`src/sv/csq_pkg.sv`:
```
// Shared codes and control types for the counting semaphore wait queue.
`default_nettype none

package csq_pkg;

   localparam int OPCODE_BITS = 3;
   localparam int STATUS_BITS = 3;
   localparam int CSR_BITS    = 16;

   localparam logic [OPCODE_BITS-1:0] OP_WAIT   = 3'd0;
   localparam logic [OPCODE_BITS-1:0] OP_SIGNAL = 3'd1;
   localparam logic [OPCODE_BITS-1:0] OP_EXPIRE = 3'd2;
   localparam logic [OPCODE_BITS-1:0] OP_RESUME = 3'd3;
   localparam logic [OPCODE_BITS-1:0] OP_INIT   = 3'd4;

   localparam logic [STATUS_BITS-1:0] ST_ACQUIRED  = 3'd0;
   localparam logic [STATUS_BITS-1:0] ST_QUEUED    = 3'd1;
   localparam logic [STATUS_BITS-1:0] ST_REFUSED   = 3'd2;
   localparam logic [STATUS_BITS-1:0] ST_WOKE      = 3'd3;
   localparam logic [STATUS_BITS-1:0] ST_RAISED    = 3'd4;
   localparam logic [STATUS_BITS-1:0] ST_TIMEOUT   = 3'd5;
   localparam logic [STATUS_BITS-1:0] ST_SIGNALLED = 3'd6;
   localparam logic [STATUS_BITS-1:0] ST_INIT      = 3'd7;

   // per-transfer command broadcast to every queue cell
   typedef struct packed {
      logic append;     // place requester at the tail
      logic need_live;  // search skips expired entries
      logic match_id;   // search compares against requester id
      logic shift;      // first hit is removed, later cells close the gap
      logic mark;       // first hit is marked expired
      logic clear;      // empty the queue
   } csq_ctrl_type;

endpackage

`default_nettype wire

```
`src/sv/csq_cell.sv`:
```
// One wait queue slot: holds an entry and takes its neighbour's on removal.
`default_nettype none

module csq_cell #(
   parameter int ID_BITS = 8
) (
   input  wire logic                 clock,
   input  wire logic                 reset,
   input  wire csq_pkg::csq_ctrl_type ctrl,
   input  wire logic [ID_BITS-1:0]   req_id,
   input  wire logic                 prev_valid,
   input  wire logic                 found_in,
   output logic                      found_out,
   input  wire logic                 next_valid,
   input  wire logic [ID_BITS-1:0]   next_id,
   input  wire logic                 next_expired,
   output logic                      valid,
   output logic [ID_BITS-1:0]        id,
   output logic                      expired,
   output logic [ID_BITS-1:0]        sel_id
);

   logic               valid_ff, valid_in;
   logic               expired_ff, expired_in;
   logic [ID_BITS-1:0] id_ff, id_in;
   logic               hit;
   logic               first;

   always_comb begin
      hit = (ctrl.shift | ctrl.mark) & valid_ff
            & (!ctrl.need_live | !expired_ff)
            & (!ctrl.match_id | (id_ff == req_id));
      first     = hit & !found_in;
      found_out = found_in | hit;
      sel_id    = first ? id_ff : '0;

      valid_in   = valid_ff;
      id_in      = id_ff;
      expired_in = expired_ff;
      if (ctrl.clear) begin
         valid_in   = 1'b0;
         expired_in = 1'b0;
      end else if (ctrl.shift && found_out) begin
         valid_in   = next_valid;
         id_in      = next_id;
         expired_in = next_expired;
      end else if (ctrl.mark && first) begin
         expired_in = 1'b1;
      end else if (ctrl.append && !valid_ff && prev_valid) begin
         valid_in   = 1'b1;
         id_in      = req_id;
         expired_in = 1'b0;
      end
   end

   always_ff @(posedge clock) begin
      if (reset) begin
         valid_ff   <= 1'b0;
         expired_ff <= 1'b0;
      end else begin
         valid_ff   <= valid_in;
         expired_ff <= expired_in;
      end
      id_ff <= id_in;
   end

   assign valid   = valid_ff;
   assign id      = id_ff;
   assign expired = expired_ff;

endmodule

`default_nettype wire

```
`src/sv/counting_semaphore_wait_queue.sv`:
```
// Top level: semaphore count, queue cell row and registered response.
//
//  channel | dir | handshake            | payload
//  req     | in  | req_tvalid/tready    | tdata: opcode, requester_id
//  rsp     | out | rsp_tvalid/tready    | tdata: status, woken_id, count_now, queue_length
//  csr     | in  | csr_we               | csr_wdata: start_count
//
// One transfer per cycle while results are taken; the result is registered and appears in the
// cycle after acceptance. The search and compaction run across the row of MAX_WAITERS cells in the accepting cycle.
// Reset empties the queue and zeroes count and start_count.
// The request side stalls only while a held result is not taken.
`default_nettype none

module counting_semaphore_wait_queue #(
   parameter int MAX_WAITERS = 16,
   parameter int ID_BITS     = 8,
   parameter int COUNT_BITS  = 16,
   localparam int LEN_BITS   = $clog2(MAX_WAITERS + 1),
   localparam int REQ_BITS   = csq_pkg::OPCODE_BITS + ID_BITS,
   localparam int REQ_W      = ((REQ_BITS + 7) / 8) * 8,
   localparam int RSP_BITS   = csq_pkg::STATUS_BITS + ID_BITS + COUNT_BITS + LEN_BITS,
   localparam int RSP_W      = ((RSP_BITS + 7) / 8) * 8
) (
   input  wire logic                          clock,
   input  wire logic                          reset,
   input  wire logic                          req_tvalid,
   output logic                               req_tready,
   input  wire logic [REQ_W-1:0]              req_tdata,   // opcode, requester_id
   output logic                               rsp_tvalid,
   input  wire logic                          rsp_tready,
   output logic [RSP_W-1:0]                   rsp_tdata,   // status, woken_id, count_now, queue_length
   input  wire logic                          csr_we,
   input  wire logic [csq_pkg::CSR_BITS-1:0]  csr_wdata
);

   logic [csq_pkg::OPCODE_BITS-1:0] opcode;
   logic [ID_BITS-1:0]              req_id;
   logic                            accept;

   logic [csq_pkg::CSR_BITS-1:0] csr_ff;
   logic [COUNT_BITS-1:0]        count_ff, count_in;
   logic [LEN_BITS-1:0]          total_ff, total_in;
   logic                         rsp_valid_ff, rsp_valid_in;
   logic [RSP_W-1:0]             rsp_data_ff, rsp_data_in;

   csq_pkg::csq_ctrl_type ctrl;
   logic [csq_pkg::STATUS_BITS-1:0] status;
   logic [ID_BITS-1:0]              woken;
   logic                            full;
   logic                            hit_any;

   logic [MAX_WAITERS:0]   found;
   logic [MAX_WAITERS:0]   cell_valid;
   logic [MAX_WAITERS:0]   cell_expired;
   logic [ID_BITS-1:0]     cell_id  [MAX_WAITERS+1];
   logic [ID_BITS-1:0]     cell_sel [MAX_WAITERS];
   logic [MAX_WAITERS-1:0] prev_valid;

   assign opcode     = req_tdata[csq_pkg::OPCODE_BITS-1:0];
   assign req_id     = req_tdata[csq_pkg::OPCODE_BITS +: ID_BITS];
   assign req_tready = !rsp_valid_ff || rsp_tready;
   assign accept     = req_tvalid && req_tready;
   assign full       = (total_ff == LEN_BITS'(MAX_WAITERS));

   // beyond the last cell: an empty slot
   assign found[0]                 = 1'b0;
   assign cell_valid[MAX_WAITERS]   = 1'b0;
   assign cell_expired[MAX_WAITERS] = 1'b0;
   assign cell_id[MAX_WAITERS]      = '0;
   assign hit_any                   = found[MAX_WAITERS];

   always_comb begin
      ctrl = '0;
      if (accept) begin
         unique case (opcode)
            csq_pkg::OP_WAIT:   ctrl.append = (count_ff == '0) && !full;
            csq_pkg::OP_SIGNAL: begin
               ctrl.need_live = 1'b1;
               ctrl.shift     = 1'b1;
            end
            csq_pkg::OP_EXPIRE: begin
               ctrl.need_live = 1'b1;
               ctrl.match_id  = 1'b1;
               ctrl.mark      = 1'b1;
            end
            csq_pkg::OP_RESUME: begin
               ctrl.match_id = 1'b1;
               ctrl.shift    = 1'b1;
            end
            csq_pkg::OP_INIT:   ctrl.clear = 1'b1;
            default:            ctrl = '0;
         endcase
      end
   end

   genvar g;
   generate
      for (g = 0; g < MAX_WAITERS; g++) begin : g_cell
         if (g == 0) begin : g_head
            assign prev_valid[g] = 1'b1;
         end else begin : g_body
            assign prev_valid[g] = cell_valid[g-1];
         end
         csq_cell #(
            .ID_BITS (ID_BITS)
         ) u_cell (
            .clock        (clock),
            .reset        (reset),
            .ctrl         (ctrl),
            .req_id       (req_id),
            .prev_valid   (prev_valid[g]),
            .found_in     (found[g]),
            .found_out    (found[g+1]),
            .next_valid   (cell_valid[g+1]),
            .next_id      (cell_id[g+1]),
            .next_expired (cell_expired[g+1]),
            .valid        (cell_valid[g]),
            .id           (cell_id[g]),
            .expired      (cell_expired[g]),
            .sel_id       (cell_sel[g])
         );
      end
   endgenerate

   // only a signal reports the id it took out
   always_comb begin
      woken = '0;
      for (int i = 0; i < MAX_WAITERS; i++) begin
         woken = woken | cell_sel[i];
      end
      if (opcode != csq_pkg::OP_SIGNAL) woken = '0;
   end

   always_comb begin
      count_in = count_ff;
      total_in = total_ff;
      status   = csq_pkg::ST_REFUSED;
      unique case (opcode)
         csq_pkg::OP_WAIT: begin
            if (count_ff != '0) begin
               count_in = count_ff - COUNT_BITS'(1);
               status   = csq_pkg::ST_ACQUIRED;
            end else if (!full) begin
               total_in = total_ff + LEN_BITS'(1);
               status   = csq_pkg::ST_QUEUED;
            end
         end
         csq_pkg::OP_SIGNAL: begin
            if (hit_any) begin
               total_in = total_ff - LEN_BITS'(1);
               status   = csq_pkg::ST_WOKE;
            end else begin
               if (count_ff != '1) count_in = count_ff + COUNT_BITS'(1);
               status = csq_pkg::ST_RAISED;
            end
         end
         csq_pkg::OP_EXPIRE: begin
            status = hit_any ? csq_pkg::ST_TIMEOUT : csq_pkg::ST_SIGNALLED;
         end
         csq_pkg::OP_RESUME: begin
            if (hit_any) total_in = total_ff - LEN_BITS'(1);
            status = hit_any ? csq_pkg::ST_TIMEOUT : csq_pkg::ST_SIGNALLED;
         end
         csq_pkg::OP_INIT: begin
            count_in = COUNT_BITS'(csr_ff);
            total_in = '0;
            status   = csq_pkg::ST_INIT;
         end
         default: status = csq_pkg::ST_REFUSED;
      endcase

      rsp_valid_in = rsp_valid_ff && !rsp_tready;
      rsp_data_in  = rsp_data_ff;
      if (accept) begin
         rsp_valid_in = 1'b1;
         rsp_data_in  = RSP_W'({total_in, count_in, woken, status});
      end else begin
         count_in = count_ff;
         total_in = total_ff;
      end
   end

   always_ff @(posedge clock) begin
      if (reset) begin
         csr_ff       <= '0;
         count_ff     <= '0;
         total_ff     <= '0;
         rsp_valid_ff <= 1'b0;
      end else begin
         if (csr_we) csr_ff <= csr_wdata;
         count_ff     <= count_in;
         total_ff     <= total_in;
         rsp_valid_ff <= rsp_valid_in;
      end
      rsp_data_ff <= rsp_data_in;
   end

   assign rsp_tvalid = rsp_valid_ff;
   assign rsp_tdata  = rsp_data_ff;

endmodule

`default_nettype wire

```
`config.mk`:
```
export PLATFORM = sky130hd
export DESIGN_NAME = counting_semaphore_wait_queue
export DESIGN_NICKNAME = d
export VERILOG_FILES = /design/src/sv/csq_pkg.sv /design/src/sv/csq_cell.sv /design/src/sv/counting_semaphore_wait_queue.sv
export SDC_FILE = /design/constraint.sdc
export NUM_CORES = 1
export LEC_CHECK = 0
export BUFFER_PORTS_ARGS = -buffer_cell sky130_fd_sc_hd__buf_2
export CAP_MARGIN = 20
export CORE_MARGIN = 1.5
export CORE_UTILIZATION = 40
export DETAILED_ROUTE_END_ITERATION = 10
export GPL_TIMING_DRIVEN = 0
export PLACE_DENSITY_LB_ADDON = 0.25
export SYNTH_ARGS = -nofsm -noshare
export SYNTH_HDL_FRONTEND = slang
export SYNTH_SLANG_ARGS = --single-unit
export TNS_END_PERCENT = 5
```
`constraint.sdc`:
```
create_clock -name clock -period 4.6 [get_ports clock]
set_input_delay 0 -clock clock [delete_from_list [all_inputs] [get_ports clock]]
set_output_delay 0 -clock clock [all_outputs]
set_load 0.05 [all_outputs]
```
Yosys cells after proc, flatten, opt, wreduce, memory -nomap -nowiden. Index checks and enable logic that the tools add are counted. W data, S select, Z words.

Bits in registers: 230. Input bits: 37. Output and inout bits: 34. Logic and storage cells: 592.

$add $sub $neg: 4. Eq/ne operators: 39. Mux-type cells: 176. Bitwise logic cells: 128. Reduce and logical (&&, ||, !) cells: 191.

Operators by type and width (count): $mux W8 (63); $eq A8 B8 Y1 (16); $or A8 B8 Y8 (15); $mux W1 (99); $logic_and A1 B1 Y1 (66); $and A1 B1 Y1 (63); $logic_not A1 Y1 (52); $mux W16 (3); $or A1 B1 Y1 (48); $pmux W16 S3 (1); $reduce_and A3 Y1 (16); $reduce_bool A3 Y1 (15); $reduce_bool A2 Y1 (17); $ne A2 B1 Y1 const B (16); $reduce_and A2 Y1 (16); $add A16 B1 Y16 const B (1); $logic_not A16 Y1 (1); $ne A16 B16 Y1 const B (1); $reduce_bool A16 Y1 (1); $sub A16 B1 Y16 const B (1); $mux W5 (3); $pmux W5 S3 (1); $pmux W3 S4 (1); $reduce_or A2 Y1 (4); other kinds (14) (18).

Longest topological paths before layout. Gate-level depths: netlist of run 1.

Depth after elaboration: 28. Mapped depth: 14. Gate-level depth less buffers: 11.

Modules after synthesis. Synthesis of run 1 repeated with hierarchy kept, for this count alone.

Cell total of the unflattened synthesis: 1584. Area total of the unflattened synthesis: 15708.8 sq um.

By module, submodules not included: csq_cell (times used 16, cells an instance 64, area an instance 690.7 sq um, sequential area each 280.3 sq um); counting_semaphore_wait_queue (times used 1, cells an instance 560, area an instance 4658.2 sq um, sequential area each 1721.7 sq um).

Worst setup path after synthesis of run 1. OpenSTA, ideal clock, no wires.

Path type: register -> register. From: register rsp_valid_ff (netlist: rsp_tvalid). To: register rsp_data_ff[4] (netlist: rsp_tdata[4]) (data pin). Library setup time: 270 ps. Arrival: 3352 ps. Data required time: 4330 ps. Path slack: 978 ps. Stages on the path, launching flop included: 14. Path buffers: 2. Period minus slack after synthesis: 3622 ps. Cells stage by stage: dfxtp_1 -> and2b_1 -> inv_1 -> nand3_1 -> or4_1 -> nor3b_1 -> and3_1 -> clkbuf_1 -> and2_1 -> clkbuf_1 -> a221oi_1 -> nand4_1 -> a221oi_1 -> a21oi_1.

Cells in the longest elaborated chain, start to end: 26. Elaborated cells on any way between the ends: 162. Classes of those cells: mux (17); bitwise (125); reduce/logical (20).

RTL lines: start, declared (RTL line counting_semaphore_wait_queue.sv:43) `logic rsp_valid_ff, rsp_valid_in;`; start signal, assigned (RTL line counting_semaphore_wait_queue.sv:193) `rsp_valid_ff <= rsp_valid_in;`; $logic_not A1 Y1 (*) (RTL line counting_semaphore_wait_queue.sv:61) `assign req_tready = !rsp_valid_ff || rsp_tready;`; $logic_or A1 B1 Y1 (*) (RTL line counting_semaphore_wait_queue.sv:61); via req_tready (RTL line counting_semaphore_wait_queue.sv:27) `output logic req_tready,`; $logic_and A1 B1 Y1 (*) (RTL line counting_semaphore_wait_queue.sv:62) `assign accept = req_tvalid && req_tready;`; $mux W6 (*) (RTL line counting_semaphore_wait_queue.sv:74) `if (accept) begin`; $or A1 B1 Y1 / $logic_not A1 Y1 (equally long branches) (RTL line csq_cell.sv:30, csq_cell.sv:31); $and A1 B1 Y1 / $or A1 B1 Y1 (equally long branches) (RTL line csq_cell.sv:30, csq_cell.sv:31); $and A1 B1 Y1 (RTL line csq_cell.sv:31) `& (!ctrl.need_live | !expired_ff)`; $and A1 B1 Y1 (RTL line csq_cell.sv:32) `& (!ctrl.match_id | (id_ff == req_id));`; $logic_not A1 Y1 / $or A1 B1 Y1 (equally long branches) (RTL line csq_cell.sv:33, csq_cell.sv:34); $and A1 B1 Y1, or another cell as far along (RTL line csq_cell.sv:33) `first = hit & !found_in;`; $mux W8, or another cell as far along (RTL line csq_cell.sv:35) `sel_id = first ? id_ff : '0;`; $or A8 B8 Y8, or another cell as far along (13 in a row) (RTL line counting_semaphore_wait_queue.sv:129) `woken = woken | cell_sel[i];`; $or A8 B8 Y8 / $mux W8 (equally long branches) (RTL line counting_semaphore_wait_queue.sv:129, csq_cell.sv:35); $or A8 B8 Y8 (*) (RTL line counting_semaphore_wait_queue.sv:129); end signal, assigned (RTL line counting_semaphore_wait_queue.sv:195) `rsp_data_ff <= rsp_data_in;`; end, declared (RTL line counting_semaphore_wait_queue.sv:44) `logic [RSP_W-1:0] rsp_data_ff, rsp_data_in;`.

The timed path passes the listed nets; every way through them passes the cells marked *. A chain may end at the register's enable or synchronous reset.

Worst setup path after layout of run 1.
From: register rsp_valid_ff (netlist: rsp_tvalid). To: register rsp_data_ff[7] (netlist: rsp_tdata[7]) (data pin).

Cells in the longest elaborated chain, start to end: 26. Elaborated cells on any way between the ends: 162. Classes of those cells: mux (17); bitwise (125); reduce/logical (20).

RTL lines (RTL line): $logic_not A1 Y1 (*) (counting_semaphore_wait_queue.sv:61); $logic_or A1 B1 Y1 (*) (counting_semaphore_wait_queue.sv:61); $logic_and A1 B1 Y1 (*) (counting_semaphore_wait_queue.sv:62); $mux W6 (*) (counting_semaphore_wait_queue.sv:74); $or A1 B1 Y1 / $logic_not A1 Y1 (equally long branches) (csq_cell.sv:30, csq_cell.sv:31); $and A1 B1 Y1 / $or A1 B1 Y1 (equally long branches) (csq_cell.sv:30, csq_cell.sv:31); $and A1 B1 Y1 (csq_cell.sv:31); $and A1 B1 Y1 (csq_cell.sv:32); $logic_not A1 Y1 / $or A1 B1 Y1 (equally long branches) (csq_cell.sv:33, csq_cell.sv:34); $and A1 B1 Y1, or another cell as far along (csq_cell.sv:33); $mux W8, or another cell as far along (csq_cell.sv:35); $or A8 B8 Y8, or another cell as far along (13 in a row) (counting_semaphore_wait_queue.sv:129); $or A8 B8 Y8 / $mux W8 (equally long branches) (counting_semaphore_wait_queue.sv:129, csq_cell.sv:35); $or A8 B8 Y8 (*) (counting_semaphore_wait_queue.sv:129).

Every way passes the cells marked *; elsewhere a longest branch is shown, timed or not.

==> reports/results.ini, run 1 <==
[status]
status = finished, final reports clean

[timing]
max_freq_mhz = 230.8
fin_crit_sh_pct = 94.20
max_slew.worst_pin.slew_ps = 1248
worst_hold_slack_ps = 36.62
finClkSkew_ps = 13.58
setup_ws_ps = 266.7
period_minus_slack_ps = 4333
drv_slew = 0
setup_viol = 0
hold_viol = 0
slew_headroom_pct = 16.78
rsz0062_at_grt = no

[power_and_ir_drop]
fin_total_pwr_mw = 5.103
p_leak_nw = 5.493
intPower_mw = 3.742
peakVddDrop_mv = 0.2828
switching_power_mw = 1.361
p_clk_share_pct = 41.5
switching_share_pct = 26.67
power_density_nw_per_um2 = 318.9
power_frac_seq_pct = 44.6
comb_power_share_pct = 13.9

[synthesis]
synth_edf_count = 160
yosys_warnings = 0
yosysSeqAreaShare_pct = 44.42
synth_seq_cells = 230
synth_cell_types = 79
synth.avg_cell_area_um2 = 9.908
synth-main-ff-cell = edfxtp_1
postSynth.asyncResetShare_pct = 0
syn_area_um2 = 13970
syn-num-nets = 1451
syn_inst = 1410

[route]
drtPass1Iterations = 7
drc = 0
drtAntennaViolNets = 0
viasPerCell = 6.046
drt-initial-drc-count = 1270
num_vias = 12080
post_drt_wl_per_cell_um = 24.19
drt_wl_total_um = 48320

[critical_path]
r2r_cells = 13
endpoint_kind = flip-flop
path_cells = and2b_1, inv_1, nand2_1, nor4_1, a221oi_1, and3_1, clkbuf_1, and2_1, clkbuf_1, a221oi_1, nand4_1, a221oi_1, a21oi_1
cpLargestDelayFamily = simple AND/OR/NAND/NOR gates
r2r-end = rsp_tdata[7]$_SDFFCE_PN0N_
cp.arrival_ps = 4580
worst_path_max_delay_cell = nor4_1
regToRegSetupSlack_ps = 270
path_max_fanout = 10
worstSetupStartpointType = flip-flop
reg2reg_from = rsp_tvalid$_SDFF_PP0_
cp_common_cell = a221oi_1
crit_type = reg2reg
slowest_delay_ps = 590
required_ps = 4850
critPathBufInv = 3

[min_path]
whs_endpoint = total_ff[3]$_SDFFE_PP0N_
min_from = req_tdata[2]
hold-path-cell-count = 4
hold_class = in2reg

[placement]
placed_area_um2 = 14870
hpwlAfterDp_um = 35030
dp.cells = 1925
gp_congestion = 0.9470
dp_worst_setup_slack_ps = 51.10
portBuffers = 52

[clock_network]
clock-sinks = 230
post_cts_buffers = 0
clk_root_buffer_cell = clkbuf_16
numCtsBuffers = 26
path_clk_slew_ps = 60
clock_latency_ps = 550
clockBufferDepth = 3
cts_tree = done
htreeDepth = 1

[die]
pin_count = 71
die_h_um = 189.9
die_area_um2 = 36060
start_util_pct = 40.54
coreArea_um2 = 34460
row_count = 68
die_x_um = 189.9

[grt]
grt_pass1_wl_um = 72460
first_global_vias = 11830
grt_max_degree = 22
antenna_found_initial = 0
overflow = 0
grt_usage_pct = 26.62

[layout]
area_growth_pct = 14.54
diodes = 0
nNetsFinal = 1564
final_common_cell = edfxtp_1
final_cell_mix = 160 x edfxtp_1, 121 x mux2_2, 113 x nor2_1
fill_cells = 3287
drive_gt1_share_pct = 18.41
final_area_um2 = 16000
fin_cells = 1998

[job]
drv_cap = 0

Yosys cell counts, types with 25 or more instances:
cell type  instances  share of area, %
xor2_1            38               2.4
a211oi_1          25               1.3
nor2_1           113               3.0
buf_2             35               1.3
nand4_1           32               1.4
clkbuf_1          62               1.7
inv_1             29              0.78
o21ai_0           45               1.6
a21oi_1           93               3.3
edfxtp_1         160                34
xnor2_1          105               6.6
mux2_2           121               9.8
dfxtp_1           70                10
nand2_1          103               2.8
nand3_1           45               1.6
nor3_1            29               1.0
flip-flops by register name (all words and copies together) (netlist names):
| register | count |
|---|---|
| g_cell.u_cell.expired | 16 |
| total_ff | 5 |
| count_ff | 16 |
| g_cell.u_cell.id | 128 |
| csr_ff | 16 |
| rsp_tvalid | 1 |
| g_cell.u_cell.valid | 16 |
| rsp_tdata | 32 |
power groups by stage:
| stage | Combinational, mW | Sequential, mW | Clock (mW) |
|---|---|---|---|
| after floorplan | 0.405 | 2.39 | 0 |
| after global placement | 0.665 | 2.32 | 0 |
| after detailed placement | 0.676 | 2.32 | 0 |
| after CTS | 0.697 | 2.28 | 2.14 |
| after global routing | 0.758 | 2.28 | 2.23 |
| final | 0.709 | 2.28 | 2.12 |
how the worst max path moves through the flow:
stage	start	end	slack [ps]	cells after the start
after floorplan	rsp_tvalid$_SDFF_PP0_	rsp_tdata[4]$_SDFFCE_PN0N_	980	13
after global placement	count_ff[5]$_SDFFE_PP0N_	g_cell[12].u_cell.id[6]$_DFFE_PP_	-80	9
after detailed placement	count_ff[5]$_SDFFE_PP0N_	g_cell[6].u_cell.id[2]$_DFFE_PP_	50	9
after CTS	count_ff[5]$_SDFFE_PP0N_	g_cell[6].u_cell.id[6]$_DFFE_PP_	30	9
after global routing	rsp_tvalid$_SDFF_PP0_	rsp_tdata[7]$_SDFFCE_PN0N_	100	11
final	rsp_tvalid$_SDFF_PP0_	rsp_tdata[7]$_SDFFCE_PN0N_	270	13
worst register-to-register path: stages, from the launching register on:
cell and delay (ps):
dfxtp_1 300, and2b_1 260, inv_1 260, nand2_1 490
nor4_1 590, a221oi_1 220, and3_1 230, clkbuf_1 170
and2_1 180, clkbuf_1 200, a221oi_1 360, nand4_1 240
a221oi_1 380, a21oi_1 160
area by class of cell:
class                           instances  area, um2  share of cell area [%]
Sequential cell                       230       6206                   38.78
Multi-Input combinational cell       1039       7207                   45.04
Buffer                                109      476.7                   2.979
Inverter                               32      120.1                  0.7506
Clock buffer                           36      750.7                   4.692
Clock inverter                         12      103.9                  0.6490
Tap cell                              455      569.3                   3.558
Timing Repair Buffer                   85      568.0                   3.550
through the flow:
step	utilization (%)	TNS, ps
after CTS	46.29	0
after global routing	46.44	0
final	46.44	0
after floorplan	-	0
after global placement	42.95	-1720
after detailed placement	43.14	0
cells by family after synthesis:
| kind of cell | after synthesis | synth area share [%] |
|---|---|---|
| adder cells (fa/ha/maj) | 7 | 0.5821 |
| AO/OA/AOI/OAI | 328 | 15.79 |
| buffers and inverters | 141 | 4.263 |
| multiplexers | 144 | 11.40 |
| XOR/XNOR | 143 | 8.965 |
| AND/OR/NAND/NOR | 417 | 14.58 |
| flip-flops | 230 | 44.42 |
what timing repair did:
action / CTS / global route
gates resized for setup: 0 / 6
endpoints found under the hold margin: 17 / 0
hold buffers: 23 / 0
endpoints found under the setup margin: 0 / 58
layer usage:
| metal | global-route usage [%] | vias up | wire, um |
|---|---|---|---|
| met1 | 34.81 | 5858 | 20090 |
| li1 | - | 5498 | - |
| met3 | 5.497 | 110 | 4201 |
| met5 | 0 | - | 0 |
| met4 | 11.14 | 0 | 2003 |
| met2 | 42.74 | 614 | 22030 |
No activity file was read; power rests on OpenSTA's default activity.
==> run 2: changes to the inputs <==
- clock period: 4.6 -> 4 ns (I/O delays scaled with it)
==> reports/results.ini, run 2 (synthesis results as in run 1) <==
[status]
status = finished, final reports clean  ; unchanged

[power_and_ir_drop]
intPower_mw = 4.304  ; was 3.742 mW
fin_total_pwr_mw = 5.874  ; was 5.103 mW
peakVddDrop_mv = 0.3249  ; was 0.2828 mV
power_frac_seq_pct = 44.6  ; about the same
comb_power_share_pct = 13.9  ; about the same
switching_power_mw = 1.570  ; was 1.361 mW
p_leak_nw = 5.546  ; was 5.493 nW
switching_share_pct = 26.72  ; was 26.67%
power_density_nw_per_um2 = 364.3  ; was 318.9 nW/um2
p_clk_share_pct = 41.5  ; about the same

[layout]
nNetsFinal = 1568  ; was 1564
post-route-util_pct = 46.79  ; was 46.44%
drive_gt1_share_pct = 19.78  ; was 18.41%
final_common_cell = edfxtp_1  ; unchanged
area_growth_pct = 15.39  ; was 14.54%
final_cell_mix = 160 x edfxtp_1, 121 x mux2_2, 112 x nor2_1  ; was 160 x edfxtp_1, 121 x mux2_2, 113 x nor2_1
largest_reg_flops = 128  ; unchanged
fin_cells = 2003  ; was 1998

[timing]
hold_viol = 0  ; unchanged
max_freq_mhz = 255.9  ; was 230.8 MHz
finClkSkew_ps = 15.80  ; was 13.58 ps
rsz0062_at_grt = yes  ; was no
fin_crit_sh_pct = 97.70  ; was 94.20%
setup_tns_ps = 0  ; unchanged
max_slew.worst_pin.slew_ps = 1082  ; was 1248 ps
period_minus_slack_ps = 3908  ; was 4333 ps
setup_viol = 0  ; unchanged
slew_headroom_pct = 27.42  ; was 16.78%
setup_ws_ps = 92.09  ; was 266.7 ps
drv_slew = 0  ; unchanged

[placement]
gp_congestion = 0.9470  ; unchanged
hpwlAfterDp_um = 35030  ; unchanged
dp_worst_setup_slack_ps = -548.9  ; was 51.10 ps
dp.cells = 1925  ; unchanged
portBuffers = 52  ; unchanged

[clock_network]
clock-sinks = 230  ; unchanged
cts_tree = done  ; unchanged
clockBufferDepth = 3  ; unchanged
htreeDepth = 1  ; unchanged
path_clk_slew_ps = 60  ; about the same
clock_latency_ps = 550  ; about the same
clk_root_buffer_cell = clkbuf_16  ; unchanged
numCtsBuffers = 26  ; unchanged

[die]
die_area_um2 = 36060  ; unchanged
die_h_um = 189.9  ; unchanged
die_x_um = 189.9  ; unchanged
coreArea_um2 = 34460  ; unchanged
pin_count = 71  ; unchanged
row_count = 68  ; unchanged
start_util_pct = 40.54  ; unchanged

[grt]
grt_pass1_wl_um = 72680  ; was 72460 um
grt_usage_pct = 26.68  ; was 26.62%
antenna_found_initial = 0  ; unchanged
first_global_vias = 11900  ; was 11.83k
grt_max_degree = 22  ; unchanged
overflow = 0  ; unchanged

[route]
drtPass1Iterations = 9  ; was 7
drtAntennaViolNets = 0  ; unchanged
drc = 0  ; unchanged
drt-initial-drc-count = 1362  ; was 1270
viasPerCell = 6.016  ; was 6.046
num_vias = 12050  ; was 12.08k
drt_wl_total_um = 48410  ; was 48320 um
post_drt_wl_per_cell_um = 24.17  ; was 24.19 um

[critical_path]
path_cells = xor2_1, nor4_1, a21oi_1, o211ai_1, nor2_1, nor2_1, mux2_2  ; was and2b_1, inv_1, nand2_1, nor4_1, a221oi_1, and3_1, clkbuf_1, and2_1, clkbuf_1, a221oi_1, nand4_1, a221oi_1, a21oi_1
cp.arrival_ps = 4200  ; was 4580 ps
regToRegSetupSlack_ps = 90  ; was 270 ps
endpoint_kind = flip-flop  ; unchanged
critPathBufInv = 0  ; was 3
cp_common_cell = nor2_1  ; was a221oi_1
required_ps = 4300  ; was 4850 ps
slowest_delay_ps = 840  ; was 590 ps
crit_type = reg2reg  ; unchanged
reg2reg_from = g_cell[2].u_cell.id[3]$_DFFE_PP_  ; was rsp_tvalid$_SDFF_PP0_
worst_path_max_delay_cell = o211ai_1  ; was nor4_1
worstSetupStartpointType = flip-flop  ; unchanged
cpLargestDelayFamily = simple AND/OR/NAND/NOR gates  ; unchanged
path_max_fanout = 10  ; unchanged
crit_start = g_cell[2].u_cell.id[3]$_DFFE_PP_  ; was rsp_tvalid$_SDFF_PP0_

[min_path]
min_from = req_tdata[2]  ; unchanged
hold_class = in2reg  ; unchanged

[job]
drv_cap = 0  ; unchanged

## run 2: cell types whose count changed in the layout (fill, tap and decap cells not counted), sizes merged
cell / change
diode: +1
buf: +4
## run 2: worst min-delay path, stage by stage
cell and delay [ps]:
buf_4 180, nor4_2 90, o2111a_1 130, nand3_1 70, a31oi_1 70
## run 2: final timing paths
kind                                            end  cells past startpoint
max                g_cell[3].u_cell.id[6]$_DFFE_PP_                      7
min           g_cell[6].u_cell.expired$_SDFFE_PP0P_                      5
max reg2reg        g_cell[3].u_cell.id[6]$_DFFE_PP_                      7
min reg2reg  g_cell[10].u_cell.expired$_SDFFE_PP0P_                      2
## run 2: repair_timing
action,CTS,global route
gates resized for setup,8,19
setup endpoints to repair,138,183
buffers inserted,3,1
hold endpoints to repair,17,0
pin swaps,1,2
hold buffers,23,0
## run 2: metrics by stage
step / hold slack (ps) / cell area, um2
CTS: 5.617 / 16020
finish: 50.48 / 16120
floorplan: 146.8 / 13970
detailed placement: 245.2 / 14870
global route: 50.54 / 16120
global placement: 239.4 / 14800
## run 2: metal layers
metal | track usage [%] | vias up | wire, um
met5 | 0 | - | 0
met2 | 42.94 | 579 | 21940
li1 | - | 5504 | -
met4 | 10.96 | 0 | 2060
met3 | 5.423 | 120 | 4221
met1 | 34.95 | 5847 | 20190
## run 2: layout make-up
| type | instances | area (um2) |
|---|---|---|
| Antenna cell | 1 | 2.502 |
| Buffer | 109 | 479.2 |
| Clock buffer | 36 | 750.7 |
| Clock inverter | 12 | 103.9 |
| Fill cell | 3264 | 18340 |
| Inverter | 32 | 122.6 |
| Multi-Input combinational cell | 1039 | 7289 |
| Sequential cell | 230 | 6206 |
| Tap cell | 455 | 569.3 |
| Timing Repair Buffer | 89 | 598.1 |
## run 2: power groups by stage
stage          Clock, mW  Combinational (mW)  Sequential (mW)
3_5_place_dp           0               0.778             2.67
2_1_floorplan          0               0.465             2.75
5_1_grt             2.57               0.873             2.62
6_report            2.44               0.817             2.62
4_1_cts             2.46               0.803             2.62
3_3_place_gp           0               0.765             2.67
==> run 3: changes to the inputs <==
- ABC_AREA: default -> 1
==> reports/results.ini, run 3 <==
[status]
status = finished, final reports clean  ; unchanged

[route]
wl_met3_um = 3231  ; was 4221 um
drtPass1Iterations = 7  ; was 9
drt-initial-drc-count = 1333  ; was 1362
drtAntennaViolNets = 0  ; unchanged
post_drt_wl_per_cell_um = 18.53  ; was 24.17 um
drc = 0  ; unchanged
wl_met1_um = 20720  ; was 20190 um
topRoutingLayerUsed = met4  ; unchanged
num_vias = 13280  ; was 12.05k
viasPerCell = 5.435  ; was 6.016
wl_met2_um = 20170  ; was 21940 um
drt_wl_total_um = 45300  ; was 48410 um

[timing]
slew_headroom_pct = 24.63  ; was 27.42%
max_slew.worst_pin.slew_ps = 1131  ; was 1082 ps
hold_viol = 0  ; unchanged
max_freq_mhz = 267.3  ; was 255.9 MHz
rsz0062_at_grt = no  ; was yes
finClkSkew_ps = 15.57  ; was 15.80 ps
fin_crit_sh_pct = 93.52  ; was 97.70%
drv_slew = 0  ; unchanged
setup_viol = 0  ; unchanged
setup_tns_ps = 0  ; unchanged
period_minus_slack_ps = 3741  ; was 3908 ps

[placement]
gp_congestion = 0.9320  ; was 0.9470
hpwlAfterDp_um = 32800  ; was 35030 um
portBuffers = 62  ; was 52

[clock_network]
htreeDepth = 1  ; unchanged
numCtsBuffers = 28  ; was 26
path_clk_slew_ps = 60  ; about the same
clockBufferDepth = 3  ; unchanged
clk_root_buffer_cell = clkbuf_16  ; unchanged
clock-sinks = 230  ; unchanged
cts_tree = done  ; unchanged
clock_latency_ps = 550  ; about the same

[synthesis]
syn_inst = 1837  ; was 1410
synth.avg_cell_area_um2 = 7.563  ; was 9.908 um2
yosys_warnings = 0  ; unchanged
synth_top_area_cell = edfxtp_1  ; unchanged
synth_cell_types = 48  ; was 79
syn_area_um2 = 13890  ; was 13970 um2
synth-main-ff-cell = edfxtp_1  ; unchanged
yosysSeqAreaShare_pct = 44.67  ; was 44.42%
synth_area_leaders = edfxtp_1 35%, nand2_1 13%, dfxtp_1 10%  ; was edfxtp_1 34%, dfxtp_1 10%, mux2_2 9.8%
syn-num-nets = 1878  ; was 1451
postSynth.asyncResetShare_pct = 0  ; unchanged
synth_edf_count = 160  ; unchanged
yosysMostFrequentCell = nand2_1  ; was edfxtp_1
synth_common_cells = 497 x nand2_1, 193 x inv_1, 188 x o21ai_0  ; was 160 x edfxtp_1, 121 x mux2_2, 113 x nor2_1
synth_top_area_share_pct = 34.58  ; was 34.39%
synth_seq_cells = 230  ; unchanged

[layout]
post-route-util_pct = 47.02  ; was 46.79%
final_common_cell = nand2_1  ; was edfxtp_1
nNetsFinal = 2008  ; was 1568
largest_reg_flops = 128  ; unchanged
area_growth_pct = 16.32  ; was 15.39%
diodes = 0  ; was 1
final_cell_mix = 497 x nand2_1, 193 x inv_1, 187 x o21ai_0  ; was 160 x edfxtp_1, 121 x mux2_2, 112 x nor2_1
drive_gt1_share_pct = 9.955  ; was 19.78%

[min_path]
hold_class = in2reg  ; unchanged

[die]
start_util_pct = 40.42  ; was 40.54%
pin_count = 71  ; unchanged
die_x_um = 189.4  ; was 189.9 um
die_area_um2 = 35860  ; was 36060 um2
coreArea_um2 = 34370  ; was 34460 um2
die_h_um = 189.4  ; was 189.9 um
row_count = 68  ; unchanged

[grt]
grt_usage_pct = 25.02  ; was 26.68%
grt_max_degree = 26  ; was 22
grt_pass1_wl_um = 69950  ; was 72680 um
antenna_found_initial = 0  ; unchanged
first_global_vias = 12460  ; was 11.90k
overflow = 0  ; unchanged

[critical_path]
crit_type = reg2reg  ; unchanged
path_max_fanout = 9  ; was 10
required_ps = 4280  ; was 4300 ps
worstSetupStartpointType = flip-flop  ; unchanged
endpoint_kind = flip-flop  ; unchanged
cp.arrival_ps = 4030  ; was 4200 ps

[power_and_ir_drop]
p_leak_nw = 6.525  ; was 5.546 nW
peakVddDrop_mv = 0.3616  ; was 0.3249 mV
fin_total_pwr_mw = 6.017  ; was 5.874 mW
power_density_nw_per_um2 = 372.3  ; was 364.3 nW/um2

[job]
drv_cap = 0  ; unchanged

==> run 3: logic make-up (layout without fill, tap and decap cells) <==
family | Yosys count | count (layout) | synth area share, %
buf+inv | 289 | 441 | 8.303
xor+xnor | 94 | 94 | 5.926
flops | 230 | 230 | 44.67
compound gates | 329 | 329 | 13.27
fa+ha+maj | 4 | 4 | 0.3602
simple gates | 891 | 891 | 27.47
==> run 3: cell type report <==
| type | instances | area (um2) |
|---|---|---|
| Timing Repair Buffer | 100 | 683.2 |
| Tap cell | 455 | 569.3 |
| Fill cell | 3444 | 18210 |
| Buffer | 76 | 355.3 |
| Clock inverter | 7 | 110.1 |
| Sequential cell | 230 | 6206 |
| Clock buffer | 45 | 839.6 |
| Multi-Input combinational cell | 1318 | 6598 |
| Inverter | 213 | 799.5 |
==> run 3: where the power goes <==
group | total [mW] | internal, mW | switching, mW
registers | 2.65 | 2.61 | 0.0432
clock network | 2.64 | 1.62 | 1.02
logic | 0.727 | 0.224 | 0.503
total | 6.02 | 4.45 | 1.57
==> run 3: path summary, 6_finish.rpt <==
| path | start | to | slack, ps | cells after the start |
|---|---|---|---|---|
| setup reg to reg | g_cell[0].u_cell.id[0]$_DFFE_PP_ | rsp_tdata[5]$_SDFFCE_PN0N_ | 260 | 20 |
| setup / recovery | g_cell[0].u_cell.id[0]$_DFFE_PP_ | rsp_tdata[5]$_SDFFCE_PN0N_ | 260 | 20 |
| hold / removal | req_tdata[0] | total_ff[4]$_SDFFE_PP0N_ | 30 | 7 |
| hold reg to reg | g_cell[10].u_cell.expired$_SDFFE_PP0P_ | g_cell[10].u_cell.expired$_SDFFE_PP0P_ | 480 | 2 |
==> run 3: worst max-delay path, cell delays in order, from the launching register on <==
cell	delay, ps
edfxtp_1	430
xnor2_2	230
nand2_1	70
nor2_1	170
nand2_1	120
nand2_1	90
nand2_2	130
clkinv_1	220
nor2_1	210
nand2_1	100
nand2_1	50
a21oi_1	180
nand3_1	110
a21oi_1	210
nand4_1	190
a21oi_1	210
nand3_1	140
nor2_1	190
nand3_1	120
nor2_1	210
nor2_1	70
==> run 3: per-stage QoR <==
| stage | cell area, um2 | hold slack [ps] | worst slack [ps] | instances |
|---|---|---|---|---|
| 5_1_grt | 16160 | 66.40 | 23.86 | 2444 |
| 3_5_place_dp | 14830 | 225.5 | -59.14 | 2359 |
| 6_report | 16160 | 30.99 | 259.1 | 2444 |
| 4_1_cts | 16110 | 7.999 | -26.32 | 2443 |
| 2_1_floorplan | 13890 | 134.0 | 632.0 | 1837 |
| 3_3_place_gp | 14770 | 224.1 | -497.6 | 2354 |
==> run 3: what timing repair did <==
action,4_1_cts,5_1_grt
hold endpoints to repair,25,0
buffers inserted,0,0
endpoints found under the setup margin,15,48
cloned,0,0
hold buffers,32,0
gates resized for setup,3,7
==> run 3: layer usage <==
metal | track usage [%] | up-vias
li1 | - | 6395
met1 | 35.66 | 6298
met2 | 39.93 | 508
met3 | 2.966 | 83
met4 | 7.051 | 0
met5 | 0 | -
